[src/sv/fspa_pkg.sv]
// Package for the fixed-slot pool allocator.
// Holds field widths, status and register codes, and the cell control struct.
// No dependencies.
package fspa_pkg;

   localparam int OP_W       = 1;
   localparam int LEN_W      = 16;
   localparam int RIDX_W     = 16;
   localparam int STATUS_W   = 3;
   localparam int GIDX_W     = 6;
   localparam int GOFF_W     = 22;
   localparam int DROP_W     = 32;
   localparam int CNT_CFG_W  = 7;
   localparam int SIZE_CFG_W = 16;
   localparam int CSR_ADDR_W = 8;
   localparam int CSR_DATA_W = 16;

   localparam logic [OP_W-1:0] OP_ACQUIRE = 1'b0;
   localparam logic [OP_W-1:0] OP_RELEASE = 1'b1;

   localparam logic [CSR_ADDR_W-1:0] REG_SLOT_COUNT = 8'd0;
   localparam logic [CSR_ADDR_W-1:0] REG_SLOT_SIZE  = 8'd1;

   typedef enum logic [STATUS_W-1:0] {
      ST_GRANTED   = 3'd0,
      ST_TOO_LARGE = 3'd1,
      ST_EXHAUSTED = 3'd2,
      ST_DISABLED  = 3'd3,
      ST_RELEASED  = 3'd4,
      ST_IGNORED   = 3'd5
   } status_type;

   typedef enum logic [1:0] {
      FSM_IDLE = 2'b01,
      FSM_SCAN = 2'b10
   } state_type;

   // Broadcast from the controller to every cell.
   typedef struct packed {
      logic search_en;
      logic clear;
      logic rel_strobe;
   } cell_ctl_type;

endpackage

[src/sv/fspa_if.sv]
// Handshake interfaces for the request, response and register-write channels.
// Depends on fspa_pkg for field widths.
interface fspa_req_if import fspa_pkg::*; ();
   logic                    valid;
   logic                    ready;
   logic [OP_W-1:0]         operation;
   logic [LEN_W-1:0]        payload_length;
   logic signed [RIDX_W-1:0] release_index;

   modport source (output valid, operation, payload_length, release_index, input ready);
   modport sink   (input valid, operation, payload_length, release_index, output ready);
endinterface

interface fspa_rsp_if import fspa_pkg::*; ();
   logic                valid;
   logic                ready;
   logic [STATUS_W-1:0] status;
   logic [GIDX_W-1:0]   granted_index;
   logic [GOFF_W-1:0]   granted_offset;
   logic [DROP_W-1:0]   drop_total;

   modport source (output valid, status, granted_index, granted_offset, drop_total,
                   input ready);
   modport sink   (input valid, status, granted_index, granted_offset, drop_total,
                   output ready);
endinterface

interface fspa_csr_if import fspa_pkg::*; ();
   logic                  valid;
   logic                  ready;
   logic [CSR_ADDR_W-1:0] index;
   logic [CSR_DATA_W-1:0] data;

   modport source (output valid, index, data, input ready);
   modport sink   (input valid, index, data, output ready);
endinterface

[src/sv/fspa_cell.sv]
// One slot cell: holds the slot's busy bit and the search token position.
// Depends on fspa_pkg for the control struct.
module fspa_cell import fspa_pkg::*; #(
   parameter int IDX_W    = 6,
   parameter int CELL_IDX = 0
) (
   input  logic               clock,
   input  logic               reset,
   input  cell_ctl_type       cell_ctl,
   input  logic [IDX_W-1:0]   rel_index,
   input  logic               token_left,
   output logic               token_right,
   output logic               claim
);

   logic busy_ff;
   logic busy_in;
   logic token_ff;
   logic rel_hit;

   assign claim       = token_ff & ~busy_ff & cell_ctl.search_en;
   // Pass the token on past a busy slot.
   assign token_right = token_ff & busy_ff & cell_ctl.search_en;
   assign rel_hit     = cell_ctl.rel_strobe && (rel_index == IDX_W'(CELL_IDX));

   always_comb begin
      busy_in = busy_ff;
      if (cell_ctl.clear) begin
         busy_in = 1'b0;
      end else if (claim) begin
         busy_in = 1'b1;
      end else if (rel_hit) begin
         busy_in = 1'b0;
      end
   end

   always_ff @(posedge clock) begin
      if (reset) begin
         busy_ff  <= 1'b0;
         token_ff <= 1'b0;
      end else begin
         busy_ff  <= busy_in;
         token_ff <= token_left & ~cell_ctl.clear;
      end
   end

endmodule

[src/sv/fspa_ctrl.sv]
// Controller: registers, request decode, scan sequencing, drop counter and
// the two-deep result path. Depends on fspa_pkg and the fspa interfaces.
module fspa_ctrl import fspa_pkg::*; #(
   parameter  int MAX_SLOTS = 64,
   localparam int CNT_W     = $clog2(MAX_SLOTS + 1),
   localparam int IDX_W     = (MAX_SLOTS > 1) ? $clog2(MAX_SLOTS) : 1
) (
   input  logic                  clock,
   input  logic                  reset,
   fspa_req_if.sink              req_bus,
   fspa_rsp_if.source            rsp_bus,
   fspa_csr_if.sink              csr_bus,
   output cell_ctl_type          cell_ctl,
   output logic [IDX_W-1:0]      rel_index,
   output logic                  launch,
   input  logic [MAX_SLOTS-1:0]  claim_vec,
   input  logic                  tail_token
);

   logic [CNT_CFG_W-1:0]  slot_cnt_ff;
   logic [SIZE_CFG_W-1:0] slot_size_ff;
   logic [DROP_W-1:0]     drop_ff;
   logic [DROP_W-1:0]     drop_in;
   state_type             state_ff;
   state_type             state_in;
   logic [CNT_W-1:0]      scan_ff;
   logic [CNT_W-1:0]      scan_in;
   logic [GOFF_W-1:0]     off_ff;
   logic [GOFF_W-1:0]     off_in;

   logic                  pend_valid_ff;
   status_type            pend_status_ff;
   logic [GIDX_W-1:0]     pend_gidx_ff;
   logic [GOFF_W-1:0]     pend_goff_ff;
   logic [DROP_W-1:0]     pend_drop_ff;

   logic                  rsp_valid_ff;
   status_type            rsp_status_ff;
   logic [GIDX_W-1:0]     rsp_gidx_ff;
   logic [GOFF_W-1:0]     rsp_goff_ff;
   logic [DROP_W-1:0]     rsp_drop_ff;

   logic [CNT_W-1:0]      slots_eff;
   logic                  pool_off;
   logic                  req_fire;
   logic                  csr_fire;
   logic                  rel_ok;
   logic                  len_big;
   logic                  any_claim;
   logic                  out_load;
   logic                  produce;
   status_type            res_status;
   logic [GIDX_W-1:0]     res_gidx;
   logic [GOFF_W-1:0]     res_goff;

   // Effective slot count: zero when disabled, saturated to the pool size.
   always_comb begin
      if (slot_cnt_ff == '0 || slot_size_ff == '0) begin
         slots_eff = '0;
      end else if (32'(slot_cnt_ff) > 32'(MAX_SLOTS)) begin
         slots_eff = CNT_W'(MAX_SLOTS);
      end else begin
         slots_eff = CNT_W'(slot_cnt_ff);
      end
   end

   assign pool_off      = (slots_eff == '0);
   assign req_bus.ready = !reset && (state_ff == FSM_IDLE) && !pend_valid_ff;
   assign csr_bus.ready = !reset;
   assign req_fire      = req_bus.valid && req_bus.ready;
   assign csr_fire      = csr_bus.valid && csr_bus.ready;
   assign rel_ok        = !req_bus.release_index[RIDX_W-1] &&
                          (32'(req_bus.release_index[RIDX_W-2:0]) < 32'(slots_eff));
   assign rel_index     = IDX_W'(req_bus.release_index[RIDX_W-2:0]);
   assign len_big       = req_bus.payload_length > slot_size_ff;
   assign any_claim     = |claim_vec;

   assign cell_ctl.search_en  = (state_ff == FSM_SCAN) && (scan_ff < slots_eff);
   assign cell_ctl.clear      = csr_fire &&
                                (csr_bus.index == REG_SLOT_COUNT ||
                                 csr_bus.index == REG_SLOT_SIZE);
   assign cell_ctl.rel_strobe = req_fire && (req_bus.operation == OP_RELEASE) && rel_ok;
   assign launch              = req_fire && (req_bus.operation == OP_ACQUIRE) &&
                                !pool_off && !len_big;

   always_comb begin
      state_in   = state_ff;
      scan_in    = scan_ff;
      off_in     = off_ff;
      drop_in    = drop_ff;
      produce    = 1'b0;
      res_status = ST_GRANTED;
      res_gidx   = '0;
      res_goff   = '0;
      unique case (state_ff)
         FSM_IDLE: begin
            if (req_fire) begin
               if (req_bus.operation == OP_RELEASE) begin
                  produce    = 1'b1;
                  res_status = rel_ok ? ST_RELEASED : ST_IGNORED;
               end else if (pool_off) begin
                  produce    = 1'b1;
                  res_status = ST_DISABLED;
               end else if (len_big) begin
                  produce    = 1'b1;
                  res_status = ST_TOO_LARGE;
               end else begin
                  state_in = FSM_SCAN;
                  scan_in  = '0;
                  off_in   = '0;
               end
            end
         end
         FSM_SCAN: begin
            if (any_claim) begin
               produce    = 1'b1;
               res_status = ST_GRANTED;
               res_gidx   = GIDX_W'(scan_ff);
               res_goff   = off_ff;
               state_in   = FSM_IDLE;
            end else if (!cell_ctl.search_en || tail_token) begin
               // Token ran past the last slot in use.
               produce    = 1'b1;
               res_status = ST_EXHAUSTED;
               drop_in    = drop_ff + 1'b1;
               state_in   = FSM_IDLE;
            end else begin
               // Track the token: index and offset advance with it.
               scan_in = scan_ff + 1'b1;
               off_in  = off_ff + GOFF_W'(slot_size_ff);
            end
         end
         default: begin
            state_in = FSM_IDLE;
         end
      endcase
      if (cell_ctl.clear) begin
         drop_in = '0;
      end
   end

   assign out_load = pend_valid_ff && (!rsp_valid_ff || rsp_bus.ready);

   always_ff @(posedge clock) begin
      if (reset) begin
         state_ff      <= FSM_IDLE;
         slot_cnt_ff   <= '0;
         slot_size_ff  <= '0;
         drop_ff       <= '0;
         pend_valid_ff <= 1'b0;
         rsp_valid_ff  <= 1'b0;
      end else begin
         state_ff      <= state_in;
         drop_ff       <= drop_in;
         pend_valid_ff <= produce | (pend_valid_ff & ~out_load);
         rsp_valid_ff  <= out_load | (rsp_valid_ff & ~rsp_bus.ready);
         if (csr_fire) begin
            case (csr_bus.index)
               REG_SLOT_COUNT: slot_cnt_ff  <= csr_bus.data[CNT_CFG_W-1:0];
               REG_SLOT_SIZE:  slot_size_ff <= csr_bus.data[SIZE_CFG_W-1:0];
               default: ;
            endcase
         end
      end
   end

   always_ff @(posedge clock) begin
      scan_ff <= scan_in;
      off_ff  <= off_in;
      if (produce) begin
         pend_status_ff <= res_status;
         pend_gidx_ff   <= res_gidx;
         pend_goff_ff   <= res_goff;
         pend_drop_ff   <= drop_in;
      end
      if (out_load) begin
         rsp_status_ff <= pend_status_ff;
         rsp_gidx_ff   <= pend_gidx_ff;
         rsp_goff_ff   <= pend_goff_ff;
         rsp_drop_ff   <= pend_drop_ff;
      end
   end

   assign rsp_bus.valid          = rsp_valid_ff;
   assign rsp_bus.status         = rsp_status_ff;
   assign rsp_bus.granted_index  = rsp_gidx_ff;
   assign rsp_bus.granted_offset = rsp_goff_ff;
   assign rsp_bus.drop_total     = rsp_drop_ff;

endmodule

[src/sv/fixed_slot_pool_allocator_top.sv]
// Fixed-slot pool allocator: a row of slot cells with a search token, plus controller.
// A release or refused acquire is decided at once; a grant or exhaustion follows the token
// scan, one cell per cycle. Every result passes the pending stage, then the response register.
// One item at a time: a new request is taken once the result leaves the pending stage.
// Sync active-high reset frees all slots, zeroes registers and drops, holds ready low.
module fixed_slot_pool_allocator_top import fspa_pkg::*; #(
   parameter int MAX_SLOTS = 64
) (
   input  logic        clock,
   input  logic        reset,
   fspa_req_if.sink    req_bus,
   fspa_rsp_if.source  rsp_bus,
   fspa_csr_if.sink    csr_bus
);

   localparam int IDX_W = (MAX_SLOTS > 1) ? $clog2(MAX_SLOTS) : 1;

   cell_ctl_type         cell_ctl;
   logic [IDX_W-1:0]     rel_index;
   logic                 launch;
   logic [MAX_SLOTS-1:0] claim_vec;
   logic [MAX_SLOTS:0]   token_chain;

   assign token_chain[0] = launch;

   fspa_ctrl #(
      .MAX_SLOTS (MAX_SLOTS)
   ) u_ctrl (
      .clock      (clock),
      .reset      (reset),
      .req_bus    (req_bus),
      .rsp_bus    (rsp_bus),
      .csr_bus    (csr_bus),
      .cell_ctl   (cell_ctl),
      .rel_index  (rel_index),
      .launch     (launch),
      .claim_vec  (claim_vec),
      .tail_token (token_chain[MAX_SLOTS])
   );

   for (genvar i = 0; i < MAX_SLOTS; i++) begin : g_cell
      fspa_cell #(
         .IDX_W    (IDX_W),
         .CELL_IDX (i)
      ) u_cell (
         .clock       (clock),
         .reset       (reset),
         .cell_ctl    (cell_ctl),
         .rel_index   (rel_index),
         .token_left  (token_chain[i]),
         .token_right (token_chain[i+1]),
         .claim       (claim_vec[i])
      );
   end

endmodule

[src/flat_wrapper.sv]
// flat-port wrapper written by rule: the top's interface ports become plain ports
module fixed_slot_pool_allocator_top_flat import fspa_pkg::*;
#(
   parameter int MAX_SLOTS = 64
)
  (clock, reset, req_bus_valid, req_bus_operation, req_bus_payload_length, req_bus_release_index, req_bus_ready, rsp_bus_valid, rsp_bus_status, rsp_bus_granted_index, rsp_bus_granted_offset, rsp_bus_drop_total, rsp_bus_ready, csr_bus_valid, csr_bus_index, csr_bus_data, csr_bus_ready);
  fspa_req_if req_bus_i ();
  fspa_rsp_if rsp_bus_i ();
  fspa_csr_if csr_bus_i ();
  input  logic clock;
  input  logic reset;
  input wire logic [$bits(req_bus_i.valid)-1:0] req_bus_valid;
  input wire logic [$bits(req_bus_i.operation)-1:0] req_bus_operation;
  input wire logic [$bits(req_bus_i.payload_length)-1:0] req_bus_payload_length;
  input wire logic [$bits(req_bus_i.release_index)-1:0] req_bus_release_index;
  output wire logic [$bits(req_bus_i.ready)-1:0] req_bus_ready;
  output wire logic [$bits(rsp_bus_i.valid)-1:0] rsp_bus_valid;
  output wire logic [$bits(rsp_bus_i.status)-1:0] rsp_bus_status;
  output wire logic [$bits(rsp_bus_i.granted_index)-1:0] rsp_bus_granted_index;
  output wire logic [$bits(rsp_bus_i.granted_offset)-1:0] rsp_bus_granted_offset;
  output wire logic [$bits(rsp_bus_i.drop_total)-1:0] rsp_bus_drop_total;
  input wire logic [$bits(rsp_bus_i.ready)-1:0] rsp_bus_ready;
  input wire logic [$bits(csr_bus_i.valid)-1:0] csr_bus_valid;
  input wire logic [$bits(csr_bus_i.index)-1:0] csr_bus_index;
  input wire logic [$bits(csr_bus_i.data)-1:0] csr_bus_data;
  output wire logic [$bits(csr_bus_i.ready)-1:0] csr_bus_ready;
  assign req_bus_i.valid = req_bus_valid;
  assign req_bus_i.operation = req_bus_operation;
  assign req_bus_i.payload_length = req_bus_payload_length;
  assign req_bus_i.release_index = req_bus_release_index;
  assign req_bus_ready = req_bus_i.ready;
  assign rsp_bus_valid = rsp_bus_i.valid;
  assign rsp_bus_status = rsp_bus_i.status;
  assign rsp_bus_granted_index = rsp_bus_i.granted_index;
  assign rsp_bus_granted_offset = rsp_bus_i.granted_offset;
  assign rsp_bus_drop_total = rsp_bus_i.drop_total;
  assign rsp_bus_i.ready = rsp_bus_ready;
  assign csr_bus_i.valid = csr_bus_valid;
  assign csr_bus_i.index = csr_bus_index;
  assign csr_bus_i.data = csr_bus_data;
  assign csr_bus_ready = csr_bus_i.ready;
  fixed_slot_pool_allocator_top #(.MAX_SLOTS(MAX_SLOTS)) u_core (.clock(clock), .reset(reset), .req_bus(req_bus_i), .rsp_bus(rsp_bus_i), .csr_bus(csr_bus_i));
endmodule
[config.mk]
export PLATFORM = sky130hd
export DESIGN_NAME = fixed_slot_pool_allocator_top_flat
export DESIGN_NICKNAME = d
export VERILOG_FILES = /design/src/sv/fspa_pkg.sv /design/src/sv/fspa_if.sv /design/src/sv/fspa_cell.sv /design/src/sv/fspa_ctrl.sv /design/src/sv/fixed_slot_pool_allocator_top.sv /design/src/flat_wrapper.sv
export SDC_FILE = /design/constraint.sdc
export NUM_CORES = 1
export LEC_CHECK = 0
export ABC_AREA = 1
export BUFFER_PORTS_ARGS = -buffer_cell sky130_fd_sc_hd__buf_2
export CORE_ASPECT_RATIO = 0.5
export CORE_MARGIN = 5
export CORE_UTILIZATION = 50
export DETAILED_ROUTE_END_ITERATION = 10
export PLACE_DENSITY = 0.73
export SYNTH_ARGS = -nofsm -noshare
export SYNTH_HDL_FRONTEND = slang
export SYNTH_SLANG_ARGS = --single-unit
[constraint.sdc]
create_clock -name clock -period 13.15 [get_ports clock]
set_clock_uncertainty 0.05 [all_clocks]
set_input_delay 1.9725 -clock clock [delete_from_list [all_inputs] [get_ports clock]]
set_output_delay 1.9725 -clock clock [all_outputs]
set_load 0.05 [all_outputs]
==> impl_metrics.ini <==
[outcome]
status = finished clean

[placement]
dpl.hpwl_mm = 25.6
port-buffer-count = 127
placed_area_mm2 = 0.0167
place_inst = 2412
post-place-ws_ns = 7.46
gp_congestion = 0.924

[global_route]
grt_use_met2 = 0.348
grt_pass1_wl_mm = 61.7
grt_max_degree = 98
grt_use_met3 = 0.0341
busiest_layer = met2
grt_overflow = 0
antenna_found_initial = 0
met1_usage = 0.303
grt_pass1_vias = 12000
grt_usage = 0.212

[clock_network]
clock_latency_ns = 0.57
cts_root_buffer = clkbuf_16
cts_buffer_depth = 3
numCtsBuffers = 30
cts_hold_buf = 0
cts_setup_buffers = 0
cts_resized = 0
cts_tree = done
clk_pin_slew_ns = 0.07
cts_sinks = 342
h-tree-depth = 1

[routing]
routed_wirelength_mm = 38.1
drc = 0
num_vias = 13000
drt_iter0_drc = 1086
viasPerCell = 5.26
firstDrtPassIters = 6
ant_nets = 0
wl_per_cell_um = 15.4

[logic_synthesis]
synth-simple-area-share = 0.238
postSynthNetCount = 2033
ys_types = 42
synth_mux_area_frac = 0
synthAdderAreaFrac = 0.0394
synth_xor_area_frac = 0.00834
ys_warn_count = 0
synth_compound_area_frac = 0.107
ys_ff_latch = 342
ys_seq_area_frac = 0.533
synth_area_mm2 = 0.0157
synth_area_per_cell_um2 = 8.19
synth_cells = 1922
synth_top_family_by_area = simple AND/OR/NAND/NOR gates

[pwr]
power_leakage_uw = 0.00701
ir_drop_mv = 0.0785
p_per_area_mw_per_mm2 = 154

[final_layout]
layout.nets = 2132
num_antenna_cells = 0
drive_gt1_frac = 0.100
final_cells = 2468
final_area_mm2 = 0.0178
area_growth_pct = 12.7

[min_path]
hold_path_class = flip-flop to flip-flop

[floorplan]
core_mm2 = 0.0307
num_rows = 45
die_w_um = 261
fp.dieH_um = 135
io_pins = 128
dieArea_mm2 = 0.0354
initial_core_util = 0.513

[worst_setup_path]
cp_slowest_cell = buf_4
crit_path_end_kind = flip-flop
cpMostUsedCell = nand2_1
worstPathArrival_ns = 5.97
critPathMaxStageDelay_ns = 0.60
critPathKind = flip-flop to flip-flop
cp-start-kind = flip-flop
crit_fanout = 65
cp.required_ns = 13.29

[timing]
fin_crit_sh = 0.443
period_minus_slack_ns = 5.83
maxSlewHeadroom = 0.220
fin_hold_ws_ns = 0.368
rsz0062_at_grt = false
setup_viol = 0
hold_violations = 0
worst_slew_pin_slew_ns = 1.17
drv_slew = 0
fmax_mhz = 172
fin_ws_ns = 7.32
fin_tns_setup_ns = 0

[flow_run]
cap_violations = 0
==> path summary, 6_finish.rpt <==
kind	startpoint	to	slack (ns)	cells after the start
min	u_core.u_ctrl.pend_goff_ff[3]$_SDFFCE_PN0P_	u_core.u_ctrl.rsp_bus.granted_offset[3]$_DFFE_PP_	0.37	0
min reg2reg	u_core.u_ctrl.pend_goff_ff[3]$_SDFFCE_PN0P_	u_core.u_ctrl.rsp_bus.granted_offset[3]$_DFFE_PP_	0.37	0
max reg2reg	u_core.u_ctrl.slot_size_ff[12]$_SDFFE_PP0P_	u_core.u_ctrl.pend_gidx_ff[1]$_SDFFCE_PN0P_	7.32	25
max	u_core.u_ctrl.slot_size_ff[12]$_SDFFE_PP0P_	u_core.u_ctrl.pend_gidx_ff[1]$_SDFFCE_PN0P_	7.32	25
==> per-stage QoR <==
stage | utilization | power (uW)
after floorplan | - | 1700
after global placement | 0.545 | 1830
after detailed placement | 0.545 | 1840
after CTS | 0.579 | 2760
after global routing | 0.579 | 2870
final | 0.579 | 2740
==> registers in the layout, summed over array words and instances, names as in the netlist <==
signal                                count
u_core.u_ctrl.pend_status_ff              3
u_core.u_ctrl.state_ff                    2
u_core.g_cell.u_cell.busy_ff             64
u_core.u_ctrl.pend_valid_ff               1
u_core.g_cell.u_cell.token_ff            64
u_core.u_ctrl.drop_ff                    32
u_core.u_ctrl.rsp_bus.valid               1
u_core.u_ctrl.slot_size_ff               16
u_core.u_ctrl.slot_cnt_ff                 7
u_core.u_ctrl.rsp_bus.drop_total         32
u_core.u_ctrl.rsp_bus.granted_offset     22
u_core.u_ctrl.pend_goff_ff               22
u_core.u_ctrl.scan_ff                     7
u_core.u_ctrl.pend_drop_ff               32
u_core.u_ctrl.pend_gidx_ff                6
u_core.u_ctrl.rsp_bus.status              3
u_core.u_ctrl.rsp_bus.granted_index       6
u_core.u_ctrl.off_ff                     22
==> area by class of cell <==
type / instances / area, um^2
Fill cell: 2726 / 12900
Sequential cell: 342 / 8400
Multi-Input combinational cell: 1285 / 6220
Clock buffer: 39 / 841
Inverter: 221 / 830
Timing Repair Buffer: 141 / 741
Tap cell: 423 / 529
Clock inverter: 17 / 194
==> power breakdown <==
| group | leakage (uW) | total [uW] | internal (uW) | switching [uW] |
|---|---|---|---|---|
| clock network | 0.000508 | 923 | 531 | 392 |
| logic | 0.00354 | 445 | 105 | 340 |
| registers | 0.00296 | 1370 | 1300 | 76.1 |
| total | 0.00701 | 2740 | 1930 | 808 |
==> routing by layer <==
layer / part of all wire / up-vias
met5: 0 / -
met1: 0.47 / 6062
met4: 0.018 / 0
met3: 0.057 / 47
li1: - / 6523
met2: 0.46 / 357
==> cells in the mapped netlist, drive strengths merged <==
cell | instances | share of area
nand2 | 478 | 0.12
nor2 | 252 | 0.062
inv | 220 | 0.052
dfxtp | 187 | 0.24
edfxtp | 155 | 0.30
o21ai | 134 | 0.043
a21oi | 129 | 0.041
nor3 | 97 | 0.031
clkbuf | 56 | 0.013
nand3 | 52 | 0.017
ha | 48 | 0.038
o211ai | 32 | 0.015
buf | 18 | 0.0076
nand4 | 17 | 0.0068
nor4 | 13 | 0.0052
xor2 | 13 | 0.0072
o21a | 5 | 0.0024
a2111oi | 2 | 0.0023
xnor2 | 2 | 0.0011
a21boi | 1 | 0.00048
a22oi | 1 | 0.00048
a311oi | 1 | 0.00056
a31oi | 1 | 0.00040
and2 | 1 | 0.00040
clkinv | 1 | 0.00024
fa | 1 | 0.0013
nor3b | 1 | 0.00048
nor4b | 1 | 0.00056
o2111ai | 1 | 0.00056
o21bai | 1 | 0.00048
o31ai | 1 | 0.00048
==> cells in the final DEF, fill, tap and decap left out, drive strengths merged, types with 13 or more instances in the layout <==
cell type  netlist  layout
xor2            13      13
a21oi          129     129
nor3            97      97
nor2           252     252
inv            220     222
o21ai          134     134
clkbuf          56      39
nand4           17      17
dfxtp          187     187
nand3           52      52
nor4            13      13
buf             18     141
o211ai          32      32
nand2          478     478
ha              48      48
edfxtp         155     155
==> cells by family after synthesis <==
| family | after synthesis |
|---|---|
| buf+inv | 295 |
| flops | 342 |
| xor+xnor | 15 |
| simple gates | 912 |
| compound gates | 309 |
| fa+ha+maj | 49 |
==> worst max-delay path, delay by kind of cell, from the launching register on <==
| family | cells | cell delay [ns] |
|---|---|---|
| compound gates | 3 | 0.49 |
| fa+ha+maj | 1 | 0.26 |
| buf+inv | 6 | 2.20 |
| flops | 1 | 0.35 |
| simple gates | 15 | 2.05 |
(Power assumes the default switching activity.)
